File: src/rtl/core/dsm_pkg.sv
package dsm_pkg;

   localparam int AccumWidth  = 32;
   localparam int WeightWidth = 25;
   localparam int ProdWidth   = AccumWidth + WeightWidth;
   localparam int TotalWidth  = 64;
   localparam int RankWidth   = 3;

   // Designator ranks, in the order they must appear.
   localparam logic [RankWidth-1:0] RANK_NONE   = 3'd0;
   localparam logic [RankWidth-1:0] RANK_YEAR   = 3'd1;
   localparam logic [RankWidth-1:0] RANK_MONTH  = 3'd2;
   localparam logic [RankWidth-1:0] RANK_DAY    = 3'd3;
   localparam logic [RankWidth-1:0] RANK_HOUR   = 3'd4;
   localparam logic [RankWidth-1:0] RANK_MINUTE = 3'd5;
   localparam logic [RankWidth-1:0] RANK_SECOND = 3'd6;

   typedef struct packed {
      logic [7:0] char_code;
      logic       last;
   } req_type;

   typedef struct packed {
      logic                  valid_res;
      logic [TotalWidth-1:0] milliseconds;
   } rsp_type;

   // One parsed character: its product term in seconds, and the verdict on a last beat.
   typedef struct packed {
      logic                 last;
      logic                 ok;
      logic [ProdWidth-1:0] prod;
   } term_type;

   // Finished string: verdict and total in seconds, modulo 2^64.
   typedef struct packed {
      logic                  ok;
      logic [TotalWidth-1:0] sum_s;
   } fin_type;

   // Unit weights in seconds; the factor of 1000 is applied once at the output.
   function automatic logic [WeightWidth-1:0] scaled_weight(logic [RankWidth-1:0] rank);
      logic [WeightWidth-1:0] w;
      case (rank)
         RANK_YEAR:   w = 25'd31556952;
         RANK_MONTH:  w = 25'd2629800;
         RANK_DAY:    w = 25'd86400;
         RANK_HOUR:   w = 25'd3600;
         RANK_MINUTE: w = 25'd60;
         RANK_SECOND: w = 25'd1;
         default:     w = '0;
      endcase
      return w;
   endfunction

endpackage

File: src/rtl/core/duration_string_to_milliseconds.sv
// Streaming ISO 8601 duration parser (PnYnMnDTnHnMnS). Feed one ASCII character
// per req beat, with last set on the final character; exactly one rsp beat
// comes back per string, carrying valid_res and the total in milliseconds
// (modulo 2^64, zero when the string is malformed). The block takes one
// character every cycle while req_stall is low. The path runs through four
// registers: input register, parse and multiply, running sum, and the output
// register, which applies the seconds-to-milliseconds scale. The last character
// of a string and then its result pass through them in turn on the way to rsp.
// Up to two finished results can wait on rsp_stall without holding up the
// characters of later strings: one in the output register and one in the sum
// stage. The last character of a third string backs up behind them and stalls the input.
module duration_string_to_milliseconds (
   input  logic             clock,
   input  logic             reset,
   input  logic             req_valid,
   output logic             req_stall,
   input  dsm_pkg::req_type req_payload,
   output logic             rsp_valid,
   input  logic             rsp_stall,
   output dsm_pkg::rsp_type rsp_payload
);
   import dsm_pkg::*;

   // input register
   logic     req_v_ff;
   req_type  req_ff;
   logic     parse_take;

   // parse to sum
   logic     term_valid;
   term_type term_beat;
   logic     term_ready;

   // sum to output
   logic     fin_valid;
   fin_type  fin_beat;
   logic     fin_ready;

   // output register
   logic                  rsp_v_ff;
   rsp_type               rsp_ff;
   logic [TotalWidth-1:0] ms_scaled;

   // Hold the input beat while the parse stage cannot take it.
   assign req_stall = req_v_ff && !parse_take;

   always_ff @(posedge clock) begin
      if (reset) begin
         req_v_ff <= 1'b0;
      end else if (req_valid && !req_stall) begin
         req_v_ff <= 1'b1;
      end else if (parse_take) begin
         req_v_ff <= 1'b0;
      end
   end

   always_ff @(posedge clock) begin
      if (req_valid && !req_stall) begin
         req_ff <= req_payload;
      end
   end

   // Check grammar, collect digits, form value * unit-in-seconds per designator.
   dsm_parse u_parse (
      .clock     (clock),
      .reset     (reset),
      .in_valid  (req_v_ff),
      .in_beat   (req_ff),
      .in_take   (parse_take),
      .out_valid (term_valid),
      .out_beat  (term_beat),
      .out_ready (term_ready)
   );

   // Add the terms up per string; release the sum on the last beat.
   dsm_accum u_accum (
      .clock      (clock),
      .reset      (reset),
      .term_valid (term_valid),
      .term_beat  (term_beat),
      .term_ready (term_ready),
      .fin_valid  (fin_valid),
      .fin_beat   (fin_beat),
      .fin_ready  (fin_ready)
   );

   // seconds * 1000 = s*1024 - s*16 - s*8, wrapping at 64 bits
   assign ms_scaled = (fin_beat.sum_s << 10) - (fin_beat.sum_s << 4)
                    - (fin_beat.sum_s << 3);

   assign fin_ready = !rsp_v_ff || !rsp_stall;

   always_ff @(posedge clock) begin
      if (reset) begin
         rsp_v_ff <= 1'b0;
      end else if (fin_valid && fin_ready) begin
         rsp_v_ff <= 1'b1;
      end else if (!rsp_stall) begin
         rsp_v_ff <= 1'b0;
      end
   end

   always_ff @(posedge clock) begin
      if (fin_valid && fin_ready) begin
         rsp_ff.valid_res    <= fin_beat.ok;
         rsp_ff.milliseconds <= fin_beat.ok ? ms_scaled : '0;
      end
   end

   assign rsp_valid   = rsp_v_ff;
   assign rsp_payload = rsp_ff;

endmodule

File: src/rtl/core/dsm_parse.sv
module dsm_parse (
   input  logic              clock,
   input  logic              reset,
   input  logic              in_valid,
   input  dsm_pkg::req_type  in_beat,
   output logic              in_take,
   output logic              out_valid,
   output dsm_pkg::term_type out_beat,
   input  logic              out_ready
);
   import dsm_pkg::*;

   localparam logic [1:0] PH_EXPECT_P = 2'd0;
   localparam logic [1:0] PH_DATE     = 2'd1;
   localparam logic [1:0] PH_TIME     = 2'd2;
   localparam logic [1:0] PH_ERROR    = 2'd3;

   localparam logic [7:0] CHAR_0 = 8'h30;
   localparam logic [7:0] CHAR_9 = 8'h39;
   localparam logic [7:0] CHAR_D = 8'h44;
   localparam logic [7:0] CHAR_H = 8'h48;
   localparam logic [7:0] CHAR_M = 8'h4D;
   localparam logic [7:0] CHAR_P = 8'h50;
   localparam logic [7:0] CHAR_S = 8'h53;
   localparam logic [7:0] CHAR_T = 8'h54;
   localparam logic [7:0] CHAR_Y = 8'h59;

   logic [1:0]            phase_ff, phase_in;
   logic [AccumWidth-1:0] accum_ff, accum_in;
   logic                  digits_ff, digits_in;
   logic [RankWidth-1:0]  rank_ff, rank_in;
   logic                  seen_ff, seen_in;
   logic                  term_v_ff;
   term_type              term_ff;

   logic [7:0]             c;
   logic                   is_digit;
   logic                   is_t;
   logic [RankWidth-1:0]   rank_sel;
   logic [AccumWidth+3:0]  grown;
   logic [WeightWidth-1:0] weight;
   logic [ProdWidth-1:0]   prod;
   logic                   ok;

   assign in_take   = in_valid && (!term_v_ff || out_ready);
   assign out_valid = term_v_ff;
   assign out_beat  = term_ff;

   assign c        = in_beat.char_code;
   assign is_digit = c inside {[CHAR_0:CHAR_9]};
   // accum * 10 + digit; low nibble of an ASCII digit is its value
   assign grown = {1'b0, accum_ff, 3'b000} + {3'b000, accum_ff, 1'b0}
                + {{AccumWidth{1'b0}}, c[3:0]};

   always_comb begin
      rank_sel = RANK_NONE;
      is_t     = 1'b0;
      if (phase_ff == PH_DATE) begin
         case (c)
            CHAR_Y:  rank_sel = RANK_YEAR;
            CHAR_M:  rank_sel = RANK_MONTH;
            CHAR_D:  rank_sel = RANK_DAY;
            CHAR_T:  is_t = 1'b1;
            default: rank_sel = RANK_NONE;
         endcase
      end else begin
         case (c)
            CHAR_H:  rank_sel = RANK_HOUR;
            CHAR_M:  rank_sel = RANK_MINUTE;
            CHAR_S:  rank_sel = RANK_SECOND;
            default: rank_sel = RANK_NONE;
         endcase
      end
   end

   always_comb begin
      phase_in  = phase_ff;
      accum_in  = accum_ff;
      digits_in = digits_ff;
      rank_in   = rank_ff;
      seen_in   = seen_ff;
      weight    = '0;
      if (phase_ff == PH_ERROR) begin
         phase_in = PH_ERROR;
      end else if (phase_ff == PH_EXPECT_P) begin
         phase_in = (c == CHAR_P) ? PH_DATE : PH_ERROR;
      end else if (is_digit) begin
         if (|grown[AccumWidth+3:AccumWidth]) begin
            phase_in = PH_ERROR;
         end else begin
            accum_in  = grown[AccumWidth-1:0];
            digits_in = 1'b1;
         end
      end else if (is_t) begin
         phase_in = digits_ff ? PH_ERROR : PH_TIME;
      end else if (rank_sel == RANK_NONE || !digits_ff || rank_sel <= rank_ff) begin
         phase_in = PH_ERROR;
      end else begin
         weight    = scaled_weight(rank_sel);
         rank_in   = rank_sel;
         accum_in  = '0;
         digits_in = 1'b0;
         if (rank_sel >= RANK_HOUR) begin
            seen_in = 1'b1;
         end
      end
   end

   assign prod = {{WeightWidth{1'b0}}, accum_ff} * {{AccumWidth{1'b0}}, weight};

   assign ok = (phase_in == PH_DATE || phase_in == PH_TIME) && !digits_in
             && (rank_in != RANK_NONE) && (phase_in != PH_TIME || seen_in);

   always_ff @(posedge clock) begin
      if (reset) begin
         phase_ff  <= PH_EXPECT_P;
         accum_ff  <= '0;
         digits_ff <= 1'b0;
         rank_ff   <= RANK_NONE;
         seen_ff   <= 1'b0;
         term_v_ff <= 1'b0;
      end else begin
         if (in_take) begin
            if (in_beat.last) begin
               phase_ff  <= PH_EXPECT_P;
               accum_ff  <= '0;
               digits_ff <= 1'b0;
               rank_ff   <= RANK_NONE;
               seen_ff   <= 1'b0;
            end else begin
               phase_ff  <= phase_in;
               accum_ff  <= accum_in;
               digits_ff <= digits_in;
               rank_ff   <= rank_in;
               seen_ff   <= seen_in;
            end
            term_v_ff <= 1'b1;
         end else if (out_ready) begin
            term_v_ff <= 1'b0;
         end
      end
   end

   always_ff @(posedge clock) begin
      if (in_take) begin
         term_ff.last <= in_beat.last;
         term_ff.ok   <= ok;
         term_ff.prod <= prod;
      end
   end

endmodule

File: src/rtl/core/dsm_accum.sv
module dsm_accum (
   input  logic              clock,
   input  logic              reset,
   input  logic              term_valid,
   input  dsm_pkg::term_type term_beat,
   output logic              term_ready,
   output logic              fin_valid,
   output dsm_pkg::fin_type  fin_beat,
   input  logic              fin_ready
);
   import dsm_pkg::*;

   logic [TotalWidth-1:0] sum_ff, sum_in;
   logic                  fin_v_ff;
   fin_type               fin_ff;
   logic                  take;

   // Only a last beat needs room downstream; others fold into the sum.
   assign term_ready = !term_beat.last || !fin_v_ff || fin_ready;
   assign take       = term_valid && term_ready;
   assign sum_in     = sum_ff + {{(TotalWidth-ProdWidth){1'b0}}, term_beat.prod};
   assign fin_valid  = fin_v_ff;
   assign fin_beat   = fin_ff;

   always_ff @(posedge clock) begin
      if (reset) begin
         sum_ff   <= '0;
         fin_v_ff <= 1'b0;
      end else begin
         if (take) begin
            sum_ff <= term_beat.last ? '0 : sum_in;
         end
         if (take && term_beat.last) begin
            fin_v_ff <= 1'b1;
         end else if (fin_ready) begin
            fin_v_ff <= 1'b0;
         end
      end
   end

   always_ff @(posedge clock) begin
      if (take && term_beat.last) begin
         fin_ff.ok    <= term_beat.ok;
         fin_ff.sum_s <= sum_in;
      end
   end

endmodule
File: config.mk
export PLATFORM = sky130hd
export DESIGN_NAME = duration_string_to_milliseconds
export DESIGN_NICKNAME = d
export VERILOG_FILES = /design/src/rtl/core/dsm_pkg.sv /design/src/rtl/core/duration_string_to_milliseconds.sv /design/src/rtl/core/dsm_parse.sv /design/src/rtl/core/dsm_accum.sv
export SDC_FILE = /design/constraint.sdc
export NUM_CORES = 2
export LEC_CHECK = 0
export ABC_AREA = 0
export BUFFER_PORTS_ARGS = -buffer_cell sky130_fd_sc_hd__buf_2
export CAP_MARGIN = 20
export CORE_ASPECT_RATIO = 0.6
export CORE_MARGIN = 5
export CORE_UTILIZATION = 55
export CTS_CLUSTER_DIAMETER = 40
export DETAILED_ROUTE_END_ITERATION = 8
export GPL_TIMING_DRIVEN = 0
export PLACE_DENSITY_LB_ADDON = 0.12
export SYNTH_ARGS = -nofsm -noshare
export SYNTH_HDL_FRONTEND = slang
export SYNTH_SLANG_ARGS = --single-unit
File: constraint.sdc
create_clock -name clock -period 9.9 [get_ports clock]
set_clock_uncertainty 0.2 [all_clocks]
set_input_delay 0.99 -clock clock [delete_from_list [all_inputs] [get_ports clock]]
set_output_delay 0.99 -clock clock [all_outputs]
set_load 0.005 [all_outputs]
## Word level (Yosys, flattened, before mapping)

Cells that the tools add are included.

| operators by class | value |
|---|---|
| $add $sub $neg | 5 |
| multiply operators | 1 |
| $lt $le $gt $ge | 4 |
| eq/ne operators | 24 |
| mux-type cells | 56 |
| reductions and logical operators | 35 |

Operators by type and width:

| operator | count |
|---|---|
| $mux 32 | 7 |
| $pmux 25 s6 | 1 |
| $sub 64x64->64 | 2 |
| $mux 25 | 5 |
| $add 64x57->64 | 1 |
| $mux 64 | 1 |
| $mul 32x25->57 | 1 |
| $eq 8x7->1 const B | 7 |
| $add 35x33->36 | 1 |
| $add 36x4->36 | 1 |
| $mux 1 | 25 |
| $mux 3 | 7 |
| $mux 2 | 8 |
| $logic_and 1x1->1 | 10 |
| $eq 3x3->1 const B | 3 |
| $logic_not 1->1 | 9 |
| $pmux 3 s3 | 1 |
| $ge 8x6->1 const B | 1 |
| $le 8x6->1 const B | 1 |
| $logic_or 1x1->1 | 8 |
| $eq 3x2->1 const B | 2 |
| $ne 2x2->1 const B | 3 |
| $ne 3x2->1 const B | 2 |
| $pmux 2 s3 | 1 |
| other kinds (13) | 17 |

| storage, ports and cells | value |
|---|---|
| register bits after elaboration | 302 |
| bits of input ports | 13 |
| logic and storage cells | 144 |

## Depth between registers and ports, before layout

| depth | value |
|---|---|
| depth after elaboration | 16 |
| gate-level depth with buffers | 46 |
| gate-level depth less buffers | 40 |

## Modules after synthesis

Synthesis repeated with hierarchy kept, for this count alone.

| second synthesis, totals | value |
|---|---|
| cells, all modules | 4781 |
| area total of the unflattened synthesis | 44209.9 sq um |

By module, submodules not included:

| module | times used | cells an instance | area an instance (sq um) | sequential area each (sq um) |
|---|---|---|---|---|
| dsm_parse | 1 | 3049 | 28234.6 | 2572.5 |
| duration_string_to_milliseconds | 1 | 900 | 8095.3 | 2172.1 |
| dsm_accum | 1 | 832 | 7880.1 | 3253.1 |

## Least setup slack after synthesis

No wires, ideal clock.

| timing path | value |
|---|---|
| path kind | reg2reg |
| start point | reg u_parse.phase_ff[1] |
| end point | reg u_parse.term_ff (netlist bit u_parse.out_beat[55]), data pin |
| arrival time | 9.703 ns |
| data required time | 9.415 ns |
| path slack | -0.289 ns |
| cell stages (with the launch flop) | 46 |
| clock period less this slack | 10.189 ns |
| cells stage by stage | dfxtp_1 nand2b_1 clkbuf_1 nor3_1 o21ai_0 o31ai_1 nand2_1 clkbuf_1 clkbuf_1 ha_1 nand3_1 nand2_1 nor3_1 and3_1 nand2b_1 nor2_1 and2_1 buf_2 (+10 left out) inv_1 fa_1 fa_1 inv_1 fa_1 inv_1 ha_1 buf_2 nand3_1 nor3_2 nand2_1 or3_1 a2111oi_0 nor2_1 o31ai_2 nand3_1 a21oi_1 o311ai_0 |

| on the way | value |
|---|---|
| cells in the longest elaborated chain, start to end | 11 |
| elaborated cells between the ends (all ways) | 22 |
| classes of those cells | 1 x mul; 1 x order compare; 8 x eq/ne; 8 x mux; 4 x reduce/logical |

Ends and longest elaborated chain:

| item | RTL line | RTL |
|---|---|---|
| start: declaration | dsm_parse.sv:28 | `logic [1:0] phase_ff, phase_in;` |
| start signal: assignment | dsm_parse.sv:131 | `phase_ff <= phase_in;` |
| parallel branches: the longest is 9 deep, another holds $pmux 25 s6 | - |  |
| $mux 25 (*) | dsm_parse.sv:83 | `if (phase_ff == PH_ERROR) begin` |
| $mul 32x25->57 (*) | dsm_parse.sv:109 | `assign prod = {{WeightWidth{1'b0}}, accum_ff} * {{AccumWidth{1'b0}}, weight};` |
| net u_parse.prod[55] | dsm_parse.sv:42 | `logic [ProdWidth-1:0] prod;` |
| end: declaration | dsm_parse.sv:34 | `term_type term_ff;` |

Mark *: on every way through the listed nets, which the timed path passes.
A chain may end at the register's enable or synchronous reset.

## Worst setup path after layout

| timing path | value |
|---|---|
| start point | reg u_parse.phase_ff[1] |
| end point | reg u_parse.term_ff (netlist bit u_parse.out_beat[53]), data pin |

The elaborated chain is that of the path after synthesis.

==> flow_summary.toml <==
[hold_path]
holdPathStages = 1
hold_class = "reg -> reg"
min_from = "u_parse.seen_ff$_SDFFE_PP0P_"
min_to = "u_parse.seen_ff$_SDFFE_PP0P_"

[worst_setup_path]
worstReg2RegStart = "u_parse.phase_ff[1]$_SDFFE_PP0P_"
worstSetupStartpointType = "flip-flop"
worst-setup-path-type = "reg -> reg"
slowest_stage = "fa_1"
reg2reg_to = "u_parse.out_beat[53]$_DFFE_PP_"
required_ns = 10.03
cp.arrival_ns = 10.30
critPathMaxStageDelay_ns = 0.57
r2r_setup_slack_ns = -0.27
cp_max_fo = 10
worstRegToRegCells = 43
end_kind = "flip-flop"

[clock_tree]
clk_pin_slew_ns = 0.06
numClockSinks = 296
htreeDepth = 2
ctsLongestPathBuffers = 3
insertion_delay_ns = 0.60
ctsHoldBuffers = 0
cts-buffers-inserted = 45
ctsRootBufferMaster = "clkbuf_16"
tritoncts = "built"

[route]
first_pass_iters = 6
ant_nets = 0
wl_per_cell_um = 22.61
routed_wl_um = 136400
viasPerCell = 5.722
drc = 0
dr.first_iter.drc_count = 3280
num_vias = 34520

[timing]
fmax_mhz = 98.37
slew_headroom = 0.2829
setup_viol = 16
rsz0062_at_grt = "true"
fin_tns_setup_ns = -1.916
worstMarginPinSlew_ns = 1.059
worst_slack_ns = -0.2656
finalCritPeriodShare = 1.027
slew_viol_final = 0
hold_viol_final = 0
min_period_ns = 10.17

[floorplanning]
ios = 80
initial_core_util = 0.5567
fp.dieArea_sq_um = 84530
dieHeight_um = 227.2
fp-row-count = 79
core_area_sq_um = 77690
die_w_um = 372.0

[placed_design]
dp_hpwl_um = 112300
place_ws_ns = -3.631
io_buffers = 75
globalplace.congestion = 1.008

[finish]
areaGrowthSynthToFinish_pct = 13.11
final_nets = 6036
fillers = 6782
layout_commonest_cell = "inv_1"
most-common-layout-cells = "942 x inv_1, 598 x fa_1, 452 x ha_1, 369 x nand2_1, 227 x and2_1"
layout-drive-gt1-share = 0.1105

[global_route]
grtUsageTotal = 0.3251
grt_pass1_wl_um = 206200
grt_pass1_vias = 33610
grt_start_max_net_pins = 44
antenna_found_initial = 6
globalRoute.totalOverflow = 0

[yosys]
yosysWarningCount = 0
ys_async_sr_fraction = 0
syn_area_sq_um = 43250
synth_cells = 4689
synth_top_cell_area_share = 0.2851
synth.area.top_cells = "fa_1 29%, ha_1 14%, edfxtp_1 13%, inv_1 8.5%, dfxtp_1 4.8%"
yosysTopAreaCell = "fa_1"
synthDistinctLibCells = 85
ys_seq_area_frac = 0.1814
synth-seq-cells = 296
ys.flop_type = "edfxtp_1"
syn_avg_cell_area_sq_um = 9.224
synth_edf_count = 192

[run_status]
outcome = "finished with violations"
violations = "setup timing"

[power]
power_density_nw_per_um2 = 68.87
peakVddDrop_uv = 110.9
power_leakage_nw = 24.40

[job]
max_cap_viol_count = 0
-- layout make-up --
class / count / area, sq um / share of cell area
diodes: 4 / 10.01 / 0.0002046
plain buffers: 164 / 988.4 / 0.02020
clock buffers: 50 / 1187 / 0.02427
clock inverters: 34 / 420.4 / 0.008593
inverters: 979 / 3689 / 0.07540
multi-input cells: 3244 / 31900 / 0.6521
flip-flops and latches: 296 / 7851 / 0.1605
well taps: 1053 / 1318 / 0.02693
repair buffers: 209 / 1555 / 0.03179
-- per-layer routing --
layer,track usage,vias up,part of all wire
met5,0,-,0
met4,0.05546,0,0.019
met3,0.1157,164,0.14
met2,0.4244,1580,0.37
met1,0.5173,17080,0.47
li1,-,15690,-
-- per-stage QoR --
step | std cells | utilization | instance area (sq um) | power [mW] | hold WS, ns
2_1_floorplan | 4691 | - | 43270 | 1.579 | 0.2003
3_3_place_gp | 5819 | 0.5787 | 44960 | 1.658 | 0.2436
3_5_place_dp | 5830 | 0.5810 | 45140 | 1.662 | 0.2559
4_1_cts | 5989 | 0.6216 | 48290 | 3.386 | 0.2625
5_1_grt | 6029 | 0.6296 | 48910 | 3.478 | 0.2647
6_report | 6033 | 0.6297 | 48920 | 3.369 | 0.2569
-- synth_stat cells, drive strengths merged (64+ instances only) --
cell and instances:
inv 978, fa 616, ha 468, nand2 378
and2 253, a21oi 216, nor2 207, edfxtp 192
clkbuf 159, o21ai 132, xnor2 126, a21o 123
dfxtp 104, xor2 64
-- cells by family after synthesis --
kind of cell	count (synthesis)	synth area share
mux	35	0.008100
buf+inv	1151	0.1008
compound gates	770	0.1168
flops	296	0.1814
other cells	1	0.00008670
fa+ha+maj	1084	0.4205
xor+xnor	190	0.03848
simple gates	1162	0.1337
-- state kept, by name (all words and copies together), names as in the netlist, 2 cells and up --
name,flops
rsp_payload,62
u_accum.fin_beat,62
u_accum.sum_ff,61
u_parse.out_beat,59
u_parse.accum_ff,32
req_ff,9
u_parse.rank_ff,3
u_parse.phase_ff,2
-- worst max-delay path: cells and delay by family, from the launching register on --
| kind | cells | cell delay (ns) |
|---|---|---|
| AOI/OAI and AO/OA | 9 | 1.54 |
| xor gates and xnor gates | 1 | 0.05 |
| adders and majority gates | 9 | 4.14 |
| buffers and inverters | 14 | 1.66 |
| DFF | 1 | 0.36 |
| and+or+nand+nor | 10 | 1.88 |
-- power by group --
| group | internal, mW | switching [mW] | total [mW] |
|---|---|---|---|
| sequential | 1.33 | 0.0155 | 1.35 |
| combinational | 0.115 | 0.198 | 0.313 |
| clock | 1.03 | 0.683 | 1.71 |
| total | 2.47 | 0.896 | 3.37 |
-- what timing repair did --
item | 4_1_cts | 5_1_grt
pin swaps | 72 | 75
endpoints found under the setup margin | 46 | 36
gates resized for setup | 279 | 96
buffers inserted | 79 | 46
gates cloned | 1 | 1
-- worst max-delay path by stage --
stage / startpoint / end / slack, ns
2_1_floorplan: req_ff[8]$_DFFE_PP_ / u_parse.out_beat[55]$_DFFE_PP_ / 0.03
3_3_place_gp: req_ff[4]$_DFFE_PP_ / u_parse.out_beat[55]$_DFFE_PP_ / -4.54
3_5_place_dp: req_ff[4]$_DFFE_PP_ / u_parse.out_beat[55]$_DFFE_PP_ / -3.63
4_1_cts: req_ff[4]$_DFFE_PP_ / u_parse.out_beat[53]$_DFFE_PP_ / -0.29
5_1_grt: req_ff[5]$_DFFE_PP_ / u_parse.out_beat[53]$_DFFE_PP_ / -0.60
6_report: u_parse.phase_ff[1]$_SDFFE_PP0P_ / u_parse.out_beat[53]$_DFFE_PP_ / -0.27
Power figures use the tool's default switching activity.
